[src/design/pcmi_pkg.sv]
`timescale 1ns / 1ps
package pcmi_pkg;

   // Palette geometry
   localparam int PALETTE_ENTRIES = 256;
   localparam int IDX_W           = $clog2(PALETTE_ENTRIES);
   localparam int CNT_W           = $clog2(PALETTE_ENTRIES + 1);
   localparam int COLOR_W         = 32;
   localparam int CHAN_W          = 8;
   localparam int SQ_W            = 2 * CHAN_W;
   localparam int DIST_W          = 18;

   // Operation codes
   localparam logic [1:0] OP_ADD   = 2'd0;
   localparam logic [1:0] OP_WRITE = 2'd1;
   localparam logic [1:0] OP_CLEAR = 2'd2;

   // Outcome codes
   localparam logic [2:0] OC_MATCH    = 3'd0;
   localparam logic [2:0] OC_INSERTED = 3'd1;
   localparam logic [2:0] OC_NEAREST  = 3'd2;
   localparam logic [2:0] OC_WRITTEN  = 3'd3;
   localparam logic [2:0] OC_IGNORED  = 3'd4;
   localparam logic [2:0] OC_CLEARED  = 3'd5;

   // Palette write port
   typedef struct packed {
      logic               en;
      logic [IDX_W-1:0]   addr;
      logic [COLOR_W-1:0] data;
   } mem_wr_type;

   // Registered output of the distance unit
   typedef struct packed {
      logic             valid;
      logic [IDX_W-1:0] idx;
      logic [SQ_W-1:0]  sq_r;
      logic [SQ_W-1:0]  sq_g;
      logic [SQ_W-1:0]  sq_b;
   } dist_out_type;

endpackage

[src/design/pcmi_dist_unit.sv]
`timescale 1ns / 1ps
module pcmi_dist_unit (
   input  logic                          clock,
   input  logic                          reset,
   input  logic                          in_valid,
   input  logic [pcmi_pkg::IDX_W-1:0]    in_idx,
   input  logic [pcmi_pkg::COLOR_W-1:0]  color_a,
   input  logic [pcmi_pkg::COLOR_W-1:0]  color_b,
   output pcmi_pkg::dist_out_type        dout
);
   import pcmi_pkg::*;

   logic              s1_valid_ff;
   logic [IDX_W-1:0]  s1_idx_ff;
   logic [CHAN_W-1:0] d_r_ff, d_g_ff, d_b_ff;
   logic [CHAN_W-1:0] d_r_in, d_g_in, d_b_in;
   logic              s2_valid_ff;
   logic [IDX_W-1:0]  s2_idx_ff;
   logic [SQ_W-1:0]   sq_r_ff, sq_g_ff, sq_b_ff;

   function automatic logic [CHAN_W-1:0] abs_diff(input logic [CHAN_W-1:0] a,
                                                  input logic [CHAN_W-1:0] b);
      return (a > b) ? (a - b) : (b - a);
   endfunction

   // Per-channel absolute differences, alpha dropped
   always_comb begin
      d_r_in = abs_diff(color_a[7:0],   color_b[7:0]);
      d_g_in = abs_diff(color_a[15:8],  color_b[15:8]);
      d_b_in = abs_diff(color_a[23:16], color_b[23:16]);
   end

   // Advance valid tags
   always_ff @(posedge clock) begin
      if (reset) begin
         s1_valid_ff <= 1'b0;
         s2_valid_ff <= 1'b0;
      end else begin
         s1_valid_ff <= in_valid;
         s2_valid_ff <= s1_valid_ff;
      end
   end

   // Difference stage, then square stage
   always_ff @(posedge clock) begin
      s1_idx_ff <= in_idx;
      d_r_ff    <= d_r_in;
      d_g_ff    <= d_g_in;
      d_b_ff    <= d_b_in;
      s2_idx_ff <= s1_idx_ff;
      sq_r_ff   <= SQ_W'(d_r_ff) * SQ_W'(d_r_ff);
      sq_g_ff   <= SQ_W'(d_g_ff) * SQ_W'(d_g_ff);
      sq_b_ff   <= SQ_W'(d_b_ff) * SQ_W'(d_b_ff);
   end

   assign dout.valid = s2_valid_ff;
   assign dout.idx   = s2_idx_ff;
   assign dout.sq_r  = sq_r_ff;
   assign dout.sq_g  = sq_g_ff;
   assign dout.sq_b  = sq_b_ff;

endmodule

[config.mk]
export PLATFORM = sky130hd
export DESIGN_NAME = pcmi_dist_unit
export DESIGN_NICKNAME = d
export VERILOG_FILES = /design/src/design/pcmi_pkg.sv /design/src/design/pcmi_dist_unit.sv
export SDC_FILE = /design/constraint.sdc
export NUM_CORES = 1
export LEC_CHECK = 0
export BUFFER_PORTS_ARGS = -buffer_cell sky130_fd_sc_hd__buf_2
export CAP_MARGIN = 30
export CELL_PAD_IN_SITES_DETAIL_PLACEMENT = 1
export CELL_PAD_IN_SITES_GLOBAL_PLACEMENT = 2
export CORE_MARGIN = 10
export CORE_UTILIZATION = 37
export CTS_CLUSTER_SIZE = 8
export DETAILED_ROUTE_END_ITERATION = 16
export PLACE_DENSITY_LB_ADDON = 0.1
export SETUP_SLACK_MARGIN = 0.15
export SYNTH_ARGS = -nofsm -noshare
export SYNTH_HDL_FRONTEND = slang
export SYNTH_SLANG_ARGS = --single-unit
[constraint.sdc]
create_clock -name clock -period 5.2 [get_ports clock]
set_clock_uncertainty 0.05 [all_clocks]
set_input_delay 0.52 -clock clock [delete_from_list [all_inputs] [get_ports clock]]
set_output_delay 0.52 -clock clock [all_outputs]
set_load 0.1 [all_outputs]
==> results by group, run 1 <==
Clock tree
  • CTS tree: done
  • Clock-pin slew on the worst setup and hold paths: 0.07 ns
  • CTS Buf Count: 9
  • Worst skew pair latency: 0.35 ns
  • Post-CTS setup buffer count: 0
  • Post-CTS sizing: 0
  • Max Buffers Root-to-Sink: 2
  • Clock Tree Root: clkbuf_16
  • CTS Hold Bufs: 0
  • Htree depth: 3
  • CTS sink count: 87

Setup path
  • Most used cell, CP: fa_1
  • Critical path cell sequence: inv_1, nor2_1, fa_1, fa_1, inv_1, fa_1, fa_1, inv_1, ha_1, or4_1, o221ai_1, o21ai_0, xnor2_1
  • Worst path max stage delay: 0.55 ns
  • Buf/Inv on CP: 3
  • CP Data Arrival Time: 4.77 ns
  • Largest fanout on the critical path: 8
  • Critical path endpoint category: register
  • Top delay family on crit path: adder cells
  • Type of origin of the critical path: register
  • CP required: 5.39 ns
  • Reg2reg start: d_g_ff[5]$_DFF_P_
  • R2R cell count: 13
  • CP max-delay cell: fa_1
  • Reg-to-reg endpoint: sq_g_ff[15]$_DFF_P_
  • R2r setup slk: 0.62 ns
  • CP Class: reg2reg

Drt
  • DRT iter0 DRCs: 167
  • Number of iterations in the first detailed-routing pass: 4
  • Met2 routed WL: 9459 um
  • Uppermost layer routed: met4
  • Final Routed Wirelength: 19730 um
  • Via/cell ratio: 4.708
  • WL/cell: 14.34 um
  • Post-route ant nets: 0
  • M1 wire length: 9317 um
  • Met3 wire len: 659 um
  • Vias: 6478
  • DR DRC count: 0

Synth
  • Library cells used by synthesis: 58
  • Synth Cell Area: 0.008805 mm2
  • Avg Cell Area, Syn: 9.317 um2
  • EDFF count, synth: 0
  • Predominant post-synthesis flop cell: dfxtp_1
  • Count leader, synth: inv_1
  • Async S/R FF share, synth: 0%
  • Synth top cells by count: inv_1, ha_1, dfxtp_1
  • Synth area leaders: dfxtp_1, ha_1, fa_1, inv_1, xnor2_1
  • Yosys top cell by area: dfxtp_1
  • Cell count after synthesis: 945
  • Synth warn: 0
  • Seq cells post-synth: 87
  • Register area share after synthesis: 19.78%
  • Top cell type's share of synthesized area: 19.78%

Die
  • Vert. Die Dim: 174.3 um
  • Core area: 0.02347 mm2
  • I/O pin cnt: 132
  • Die X: 174.3 um
  • Std-Cell Rows: 56
  • Starting Density: 37.51%
  • DIE AREA: 0.03037 mm2

Timing
  • Slew HR: 62.55%
  • Fin crit share: 88.00%
  • Fmax: 0.2185 GHz
  • Tightest Pin Transition: 0.5558 ns
  • Min Tclk post-route: 4.576 ns
  • # setup viols final: 0
  • Setup TNS: 0 ns
  • Hold Violations, Final: 0
  • RSZ-0062 raised after global routing: false
  • Slew Limit Fails: 0

Hold path
  • Worst Hold Launch: in_idx[6]
  • Worst hold path stage count: 1
  • Hold path endpoint: s1_idx_ff[6]$_DFF_P_
  • Worst hold path class: in2reg

Run
  • Total of max-cap violations: 0

Placed design
  • Placed insts: 1360
  • DPL Wire Length: 16790 um
  • RePlAce Congestion: 0.7913
  • Port Buffers: 112

Global routing
  • Global-route wire length before repair: 34440 um
  • Total track usage: 13.48%
  • Vias in the first global route: 7097
  • Pin count of the biggest net entering global routing: 17
  • Initial antenna violation count: 0
  • Total grt overflow: 0

Layout
  • Layout cells sized above 1: 13.62%
  • Antenna diodes: 0
  • Nets: 1342
  • Finished Layout Cells: 1376
  • Area growth syn-to-layout: 13.02%

Outcome
  • Status: finished clean
cells in the final DEF, fill, tap and decap left out, types with 10 or more instances in the layout:
| cell type | instances |
|---|---|
| and2_1 | 56 |
| o21ai_0 | 27 |
| nor2_1 | 25 |
| a21o_1 | 28 |
| xor2_1 | 22 |
| a21oi_1 | 37 |
| inv_1 | 186 |
| dfxtp_1 | 87 |
| fa_1 | 81 |
| nand2b_1 | 10 |
| xnor2_1 | 41 |
| nand2_1 | 47 |
| a31oi_1 | 12 |
| ha_1 | 134 |
| nor2b_1 | 10 |
| buf_2 | 112 |
| mux2i_1 | 24 |
per-stage QoR:
stage	worst slack (ns)	cell area [um2]	util (%)	hold WS [ns]
2_1_floorplan	1.019	8820	-	0.2596
3_3_place_gp	0.6247	9659	41.15	0.2597
3_5_place_dp	0.5721	9659	41.15	0.2643
4_1_cts	0.5642	9951	42.39	0.1945
5_1_grt	0.2618	9951	42.39	0.1973
6_report	0.6241	9951	42.39	0.2152
cells by family after synthesis:
logic type                 synth area share [%]
AOI/OAI and AO/OA                         12.99
xor gates and xnor gates                  6.267
adders and majority gates                 37.46
buffers and inverters                     9.379
DFF                                       19.78
muxes                                     2.728
other                                   0.04259
and+or+nand+nor                           11.35
worst max-delay path by stage:
stage,slack [ns],depth (start not counted),endpoint,startpoint
6_report,0.62,13,sq_g_ff[15]$_DFF_P_,d_g_ff[5]$_DFF_P_
5_1_grt,0.26,14,sq_g_ff[14]$_DFF_P_,d_g_ff[5]$_DFF_P_
4_1_cts,0.56,13,sq_g_ff[15]$_DFF_P_,d_g_ff[5]$_DFF_P_
3_5_place_dp,0.57,13,sq_g_ff[15]$_DFF_P_,d_g_ff[5]$_DFF_P_
3_3_place_gp,0.62,13,sq_g_ff[15]$_DFF_P_,d_g_ff[5]$_DFF_P_
2_1_floorplan,1.02,13,sq_g_ff[15]$_DFF_P_,d_g_ff[5]$_DFF_P_
sequential cells by signal, summed over array words and instances, names as in the netlist:
register / flops
sq_b_ff: 15
sq_g_ff: 15
sq_r_ff: 15
d_b_ff: 8
d_g_ff: 8
d_r_ff: 8
s1_idx_ff: 8
s2_idx_ff: 8
s1_valid_ff: 1
s2_valid_ff: 1
layout make-up:
| class | instances | area (um2) |
|---|---|---|
| fillers | 2797 | 13520 |
| multi-input cells | 655 | 6252 |
| flip-flops and latches | 87 | 1742 |
| inverters | 186 | 698.2 |
| repair buffers | 113 | 568.0 |
| well taps | 319 | 399.1 |
| clock buffers | 10 | 239.0 |
| clock inverters | 6 | 52.55 |
routing by layer:
| layer | vias up | track usage (%) |
|---|---|---|
| met2 | 79 | 23.14 |
| met1 | 3116 | 16.80 |
| met5 | - | 0 |
| li1 | 3269 | - |
| met4 | 0 | 4.204 |
| met3 | 14 | 2.340 |
Power of run 1 is not shown: default switching activity piles up to over one toggle a cycle in this logic, so the estimate is an artifact.
==> run 2, diff against run 1 <==
--- a/config.mk
+++ b/config.mk
@@ -5,15 +5,15 @@
 export SDC_FILE = /design/constraint.sdc
 export NUM_CORES = 1
 export LEC_CHECK = 0
-export BUFFER_PORTS_ARGS = -buffer_cell sky130_fd_sc_hd__buf_2
 export CAP_MARGIN = 30
 export CELL_PAD_IN_SITES_DETAIL_PLACEMENT = 1
 export CELL_PAD_IN_SITES_GLOBAL_PLACEMENT = 2
 export CORE_MARGIN = 10
-export CORE_UTILIZATION = 37
+export CORE_UTILIZATION = 41
 export CTS_CLUSTER_SIZE = 8
 export DETAILED_ROUTE_END_ITERATION = 16
-export PLACE_DENSITY_LB_ADDON = 0.1
+export DONT_BUFFER_PORTS = 1
+export PLACE_DENSITY = 0.93
 export SETUP_SLACK_MARGIN = 0.15
 export SYNTH_ARGS = -nofsm -noshare
 export SYNTH_HDL_FRONTEND = slang
==> run 2 against run 1 <==
Compared with the run above: via count down 4.6%; critical path depth unchanged; first-iteration DRC count up 13%; final cell count down 11%; global-route usage up 0.78 points; non-clock buffer count down 111; core utilization up 2.1 points; worst hold slack worse by 0.073 ns; highest routed layer is now met5; sequential cell count unchanged.
==> results by group, run 2 (synthesized netlist as in run 1, its figures left out) <==
Timing
  • Slew Limit Fails: 0 (unchanged)
  • Hold_ws: 0.1424 ns (-0.07283 ns)
  • Hold Violations, Final: 0 (unchanged)
  • RSZ-0062 raised after global routing: false
  • # setup viols final: 0 (unchanged)
  • Fmax: 0.2151 GHz (-1.6%)
  • Min Tclk post-route: 4.650 ns (+0.07400 ns)
  • Tightest Pin Transition: 1.034 ns (+0.4779 ns)
  • Slew HR: 30.99% (-32 points)
  • Setup TNS: 0 ns (unchanged)
  • Fin crit share: 89.42% (+1.4 points)

Run
  • Total of max-cap violations: 0 (unchanged)

Layout
  • Nets: 1231 (-8.3%)
  • Fill cells: 2439 (-13%)
  • Multi-input gate area: 0.006252 mm2 (unchanged)
  • Layout cells sized above 1: 3.383% (-10 points)
  • Largest registers: sq_b_ff: 15 flops, sq_g_ff: 15 flops, sq_r_ff: 15 flops
  • Area growth syn-to-layout: 6.452%
  • Most common cell after layout, fill and taps aside: inv_1
  • Register Area: 0.001742 mm2 (unchanged)
  • Commonest cells after routing, fill and taps aside: inv_1, ha_1, dfxtp_1, fa_1, and2_1

Setup path
  • Critical path endpoint category: register
  • Startpoint of the worst setup timing path: d_g_ff[5]$_DFF_P_
  • Reg-to-reg endpoint: sq_g_ff[15]$_DFF_P_
  • CP required: 5.39 ns (about the same)
  • CP Class: reg2reg
  • Reg2reg start: d_g_ff[5]$_DFF_P_
  • CP Data Arrival Time: 4.84 ns (+0.07 ns)
  • R2r setup slk: 0.55 ns (-0.07 ns)
  • R2R cell count: 13 (unchanged)
  • Largest fanout on the critical path: 8 (unchanged)
  • Type of origin of the critical path: register

Clock tree
  • Max Buffers Root-to-Sink: 2 (unchanged)
  • CTS sink count: 87 (unchanged)
  • Post-CTS setup buffer count: 0 (unchanged)
  • CTS tree: done
  • Worst skew pair latency: 0.35 ns (about the same)
  • Htree depth: 3 (unchanged)
  • Post-CTS sizing: 0 (unchanged)
  • CTS Hold Bufs: 0 (unchanged)
  • Clock-pin slew on the worst setup and hold paths: 0.06 ns (about the same)
  • CTS Buf Count: 9 (unchanged)
  • Clock Tree Root: clkbuf_16

Drt
  • DRT iter0 DRCs: 188 (+13%)
  • WL/cell: 15.96 um (+11%)
  • Vias: 6181 (-4.6%)
  • Via/cell ratio: 5.058 (+7.4%)
  • DR DRC count: 0 (unchanged)
  • Final Routed Wirelength: 19510 um (-1.1%)
  • Post-route ant nets: 0 (unchanged)
  • Number of iterations in the first detailed-routing pass: 4 (unchanged)

Global routing
  • Vias in the first global route: 6832 (-3.7%)
  • Total track usage: 14.27% (+0.78 points)
  • Global-route wire length before repair: 33310 um (-3.3%)
  • Total grt overflow: 0 (unchanged)
  • Initial antenna violation count: 2 (+2)
  • Pin count of the biggest net entering global routing: 15 (-2)

Placed design
  • RePlAce Congestion: 0.8206 (+3.7%)
  • Port Buffers: 0 (-100%)
  • DPL Wire Length: 16510 um (-1.7%)

Outcome
  • Status: finished clean

Hold path
  • Worst Hold Launch: in_idx[0]
  • Worst hold path class: in2reg
  • Hold path endpoint: s1_idx_ff[0]$_DFF_P_
  • Worst hold path stage count: 0 (-1)

Die
  • Std-Cell Rows: 53 (-5.4%)
  • DIE AREA: 0.02774 mm2 (-8.7%)
  • I/O pin cnt: 132 (unchanged)
  • Die X: 166.5 um (-4.4%)
  • Vert. Die Dim: 166.5 um (-4.4%)
  • Core area: 0.02109 mm2 (-10%)
  • Starting Density: 41.75% (+4.2 points)
run 2: area by class of cell:
| class | count | area share (%) |
|---|---|---|
| Tap cell | 275 | 3.671 |
| Clock buffer | 11 | 2.590 |
| Antenna cell | 1 | 0.02670 |
| Multi-Input combinational cell | 655 | 66.71 |
| Timing Repair Buffer | 2 | 0.3738 |
| Inverter | 186 | 7.449 |
| Clock inverter | 5 | 0.6007 |
| Sequential cell | 87 | 18.58 |
run 2: metal layers:
metal | track usage [%] | routed length (um) | up-vias
met5 | 0 | 11 | -
met4 | 4.200 | 274 | 2
met3 | 4.354 | 1291 | 22
met2 | 25.04 | 9577 | 99
met1 | 16.29 | 8353 | 3008
li1 | - | - | 3050
run 2: worst max-delay path by stage:
stage	to	slack, ns	depth (start not counted)
3_5_place_dp	sq_g_ff[15]$_DFF_P_	0.57	13
6_report	sq_g_ff[15]$_DFF_P_	0.55	13
3_3_place_gp	sq_g_ff[15]$_DFF_P_	0.66	13
2_1_floorplan	sq_g_ff[15]$_DFF_P_	1.02	13
5_1_grt	sq_g_ff[14]$_DFF_P_	0.21	14
4_1_cts	sq_g_ff[15]$_DFF_P_	0.56	13
run 2: critical path, stage by stage (launching register included):
cell	delay (ns)
dfxtp_1	0.50
inv_1	0.16
nor2_1	0.23
fa_1	0.48
fa_1	0.55
inv_1	0.06
fa_1	0.51
fa_1	0.54
inv_1	0.04
ha_1	0.25
or4_1	0.53
o221ai_1	0.31
o21ai_0	0.18
xnor2_1	0.15
run 2: metrics by stage:
| stage | instance area (um2) | utilization (%) | worst slack (ns) | std cells |
|---|---|---|---|---|
| final | 9373 | 44.45 | 0.5501 | 1222 |
| after global routing | 9370 | 44.43 | 0.2086 | 1221 |
| after CTS | 9343 | 44.30 | 0.5597 | 1220 |
| after detailed placement | 9044 | 42.89 | 0.5691 | 1204 |
| after global placement | 9044 | 42.89 | 0.6647 | 1204 |
| after floorplan | 8820 | - | 1.019 | 949 |
Power of run 2 is left out for the same reason.
==> run 3, diff against run 2 <==
--- a/config.mk
+++ b/config.mk
@@ -8,6 +8,7 @@
 export CAP_MARGIN = 30
 export CELL_PAD_IN_SITES_DETAIL_PLACEMENT = 1
 export CELL_PAD_IN_SITES_GLOBAL_PLACEMENT = 2
+export CORE_ASPECT_RATIO = 1.4
 export CORE_MARGIN = 10
 export CORE_UTILIZATION = 41
 export CTS_CLUSTER_SIZE = 8
==> run 3 against run 2 <==
Compared with the run above: global-route usage is 0.48 points higher; clock-buffer cell count is 1 lower; first-iteration DRC count fell by 29%; register-to-register slack about the same; core utilization rose by 0.14 points; wire length rose by 0.91%; design area rose by 0.49%.
==> results by group, run 3 (synthesized netlist as in run 1, its figures left out) <==
Outcome
  • Status: finished clean

Hold path
  • Hold path endpoint: s1_idx_ff[1]$_DFF_P_
  • Worst hold path class: in2reg
  • Worst Hold Launch: in_idx[1]
  • Worst hold path stage count: 0 (unchanged)

Setup path
  • CP max-delay cell: fa_1
  • CP required: 5.38 ns (about the same)
  • Most used cell, CP: fa_1
  • Largest fanout on the critical path: 8 (unchanged)
  • R2R cell count: 14 (+1)
  • Reg-to-reg endpoint: sq_g_ff[15]$_DFF_P_
  • CP Class: reg2reg
  • Critical path endpoint category: register
  • Reg2reg start: d_g_ff[5]$_DFF_P_
  • R2r setup slk: 0.55 ns (about the same)
  • Worst path max stage delay: 0.55 ns (about the same)
  • CP Data Arrival Time: 4.83 ns (about the same)
  • Critical path cell sequence: inv_1, nor2_1, fa_1, fa_1, inv_1, fa_1, fa_1, inv_1, ha_1, o21ai_0, a21boi_0, o221ai_1, o21ai_0, xnor2_1
  • Type of origin of the critical path: register

Layout
  • Multi-input gate area: 0.006252 mm2 (unchanged)
  • Commonest cells after routing, fill and taps aside: inv_1, ha_1, dfxtp_1, fa_1, and2_1
  • Largest registers: sq_b_ff: 15 flops, sq_g_ff: 15 flops, sq_r_ff: 15 flops
  • Area growth syn-to-layout: 6.977%
  • Antenna diodes: 0 (-1)
  • Layout cells sized above 1: 3.793% (+0.41 points)
  • Most common cell after layout, fill and taps aside: inv_1
  • Register Area: 0.001742 mm2 (unchanged)
  • Nets: 1234 (+0.24%)
  • Fill cells: 2438 (-0.041%)

Global routing
  • Global-route wire length before repair: 33430 um (+0.37%)
  • Vias in the first global route: 7032 (+2.9%)
  • Total track usage: 14.75% (+0.48 points)
  • Initial antenna violation count: 0 (-2)
  • Pin count of the biggest net entering global routing: 16 (+1)
  • Total grt overflow: 0 (unchanged)

Drt
  • Number of iterations in the first detailed-routing pass: 4 (unchanged)
  • WL/cell: 16.28 um (+2.0%)
  • DR DRC count: 0 (unchanged)
  • Post-route ant nets: 0 (unchanged)
  • Vias: 6264 (+1.3%)
  • Final Routed Wirelength: 19690 um (+0.91%)
  • Via/cell ratio: 5.181 (+2.4%)
  • DRT iter0 DRCs: 134 (-29%)

Placed design
  • RePlAce Congestion: 0.8236 (+0.37%)
  • Port Buffers: 0 (unchanged)
  • DPL Wire Length: 16950 um (+2.6%)

Die
  • Die X: 143.9 um (-14%)
  • Vert. Die Dim: 193.4 um (+16%)
  • Starting Density: 41.68% (-0.074 points)
  • I/O pin cnt: 132 (unchanged)
  • Core area: 0.02113 mm2 (+0.18%)
  • Std-Cell Rows: 63 (+19%)
  • DIE AREA: 0.02782 mm2 (+0.30%)

Timing
  • Tightest Pin Transition: 1.015 ns (-0.01830 ns)
  • Setup TNS: 0 ns (unchanged)
  • Min Tclk post-route: 4.647 ns (-0.003371 ns)
  • Fmax: 0.2152 GHz (about the same)
  • Slew Limit Fails: 0 (unchanged)
  • Fin crit share: 89.36% (about the same)
  • Slew HR: 32.22% (+1.2 points)
  • # setup viols final: 0 (unchanged)
  • Hold Violations, Final: 0 (unchanged)
  • RSZ-0062 raised after global routing: false

Clock tree
  • Post-CTS setup buffer count: 0 (unchanged)
  • CTS Buf Count: 9 (unchanged)
  • CTS Hold Bufs: 0 (unchanged)
  • CTS sink count: 87 (unchanged)
  • Htree depth: 3 (unchanged)
  • Clock Tree Root: clkbuf_16
  • Worst skew pair latency: 0.35 ns (about the same)
  • Clock-pin slew on the worst setup and hold paths: 0.07 ns (about the same)
  • Max Buffers Root-to-Sink: 2 (unchanged)
  • Post-CTS sizing: 0 (unchanged)
  • CTS tree: done

Run
  • Total of max-cap violations: 0 (unchanged)
## run 3: worst max-delay path by stage
stage,endpoint,slack [ns],cells after the start,startpoint
floorplan,sq_g_ff[15]$_DFF_P_,1.02,13,d_g_ff[5]$_DFF_P_
global placement,sq_g_ff[15]$_DFF_P_,0.64,13,d_g_ff[5]$_DFF_P_
detailed placement,sq_g_ff[15]$_DFF_P_,0.58,13,d_g_ff[5]$_DFF_P_
CTS,sq_g_ff[15]$_DFF_P_,0.56,13,d_g_ff[5]$_DFF_P_
global route,sq_g_ff[15]$_DFF_P_,0.23,14,d_g_ff[5]$_DFF_P_
finish,sq_g_ff[15]$_DFF_P_,0.55,14,d_g_ff[5]$_DFF_P_
## run 3: cell type report
| cell class | instances | share of cell area [%] |
|---|---|---|
| Timing Repair Buffer | 5 | 1.249 |
| Multi-Input combinational cell | 655 | 66.38 |
| Sequential cell | 87 | 18.49 |
| Clock buffer | 10 | 2.537 |
| Tap cell | 260 | 3.454 |
| Clock inverter | 6 | 0.4782 |
| Inverter | 186 | 7.412 |
## run 3: metrics by stage
| step | instances | cell area, um2 | hold slack [ns] | util (%) | setup slack, ns |
|---|---|---|---|---|---|
| global placement | 1189 | 9025 | 0.2595 | 42.72 | 0.6414 |
| floorplan | 949 | 8820 | 0.2596 | - | 1.019 |
| global route | 1209 | 9419 | 0.1112 | 44.59 | 0.2250 |
| detailed placement | 1193 | 9135 | 0.2661 | 43.24 | 0.5835 |
| CTS | 1209 | 9419 | 0.1173 | 44.59 | 0.5561 |
| finish | 1209 | 9419 | 0.1340 | 44.59 | 0.5535 |
## run 3: routing by layer
metal,global-route usage [%],wire (um),up-vias
li1,-,-,3058
met3,3.015,757,18
met1,15.54,7799,3101
met4,4.080,275,0
met2,28.18,10850,87
met5,0,0,-
## run 3: critical path, delay by kind of cell (launching register included)
family | cells | cell delay, ns
XOR/XNOR | 1 | 0.15
flip-flops | 1 | 0.50
AO/OA/AOI/OAI | 4 | 0.95
adder cells (fa/ha/maj) | 5 | 2.39
AND/OR/NAND/NOR | 1 | 0.23
buffers and inverters | 3 | 0.25
Power of run 3 is left out for the same reason.
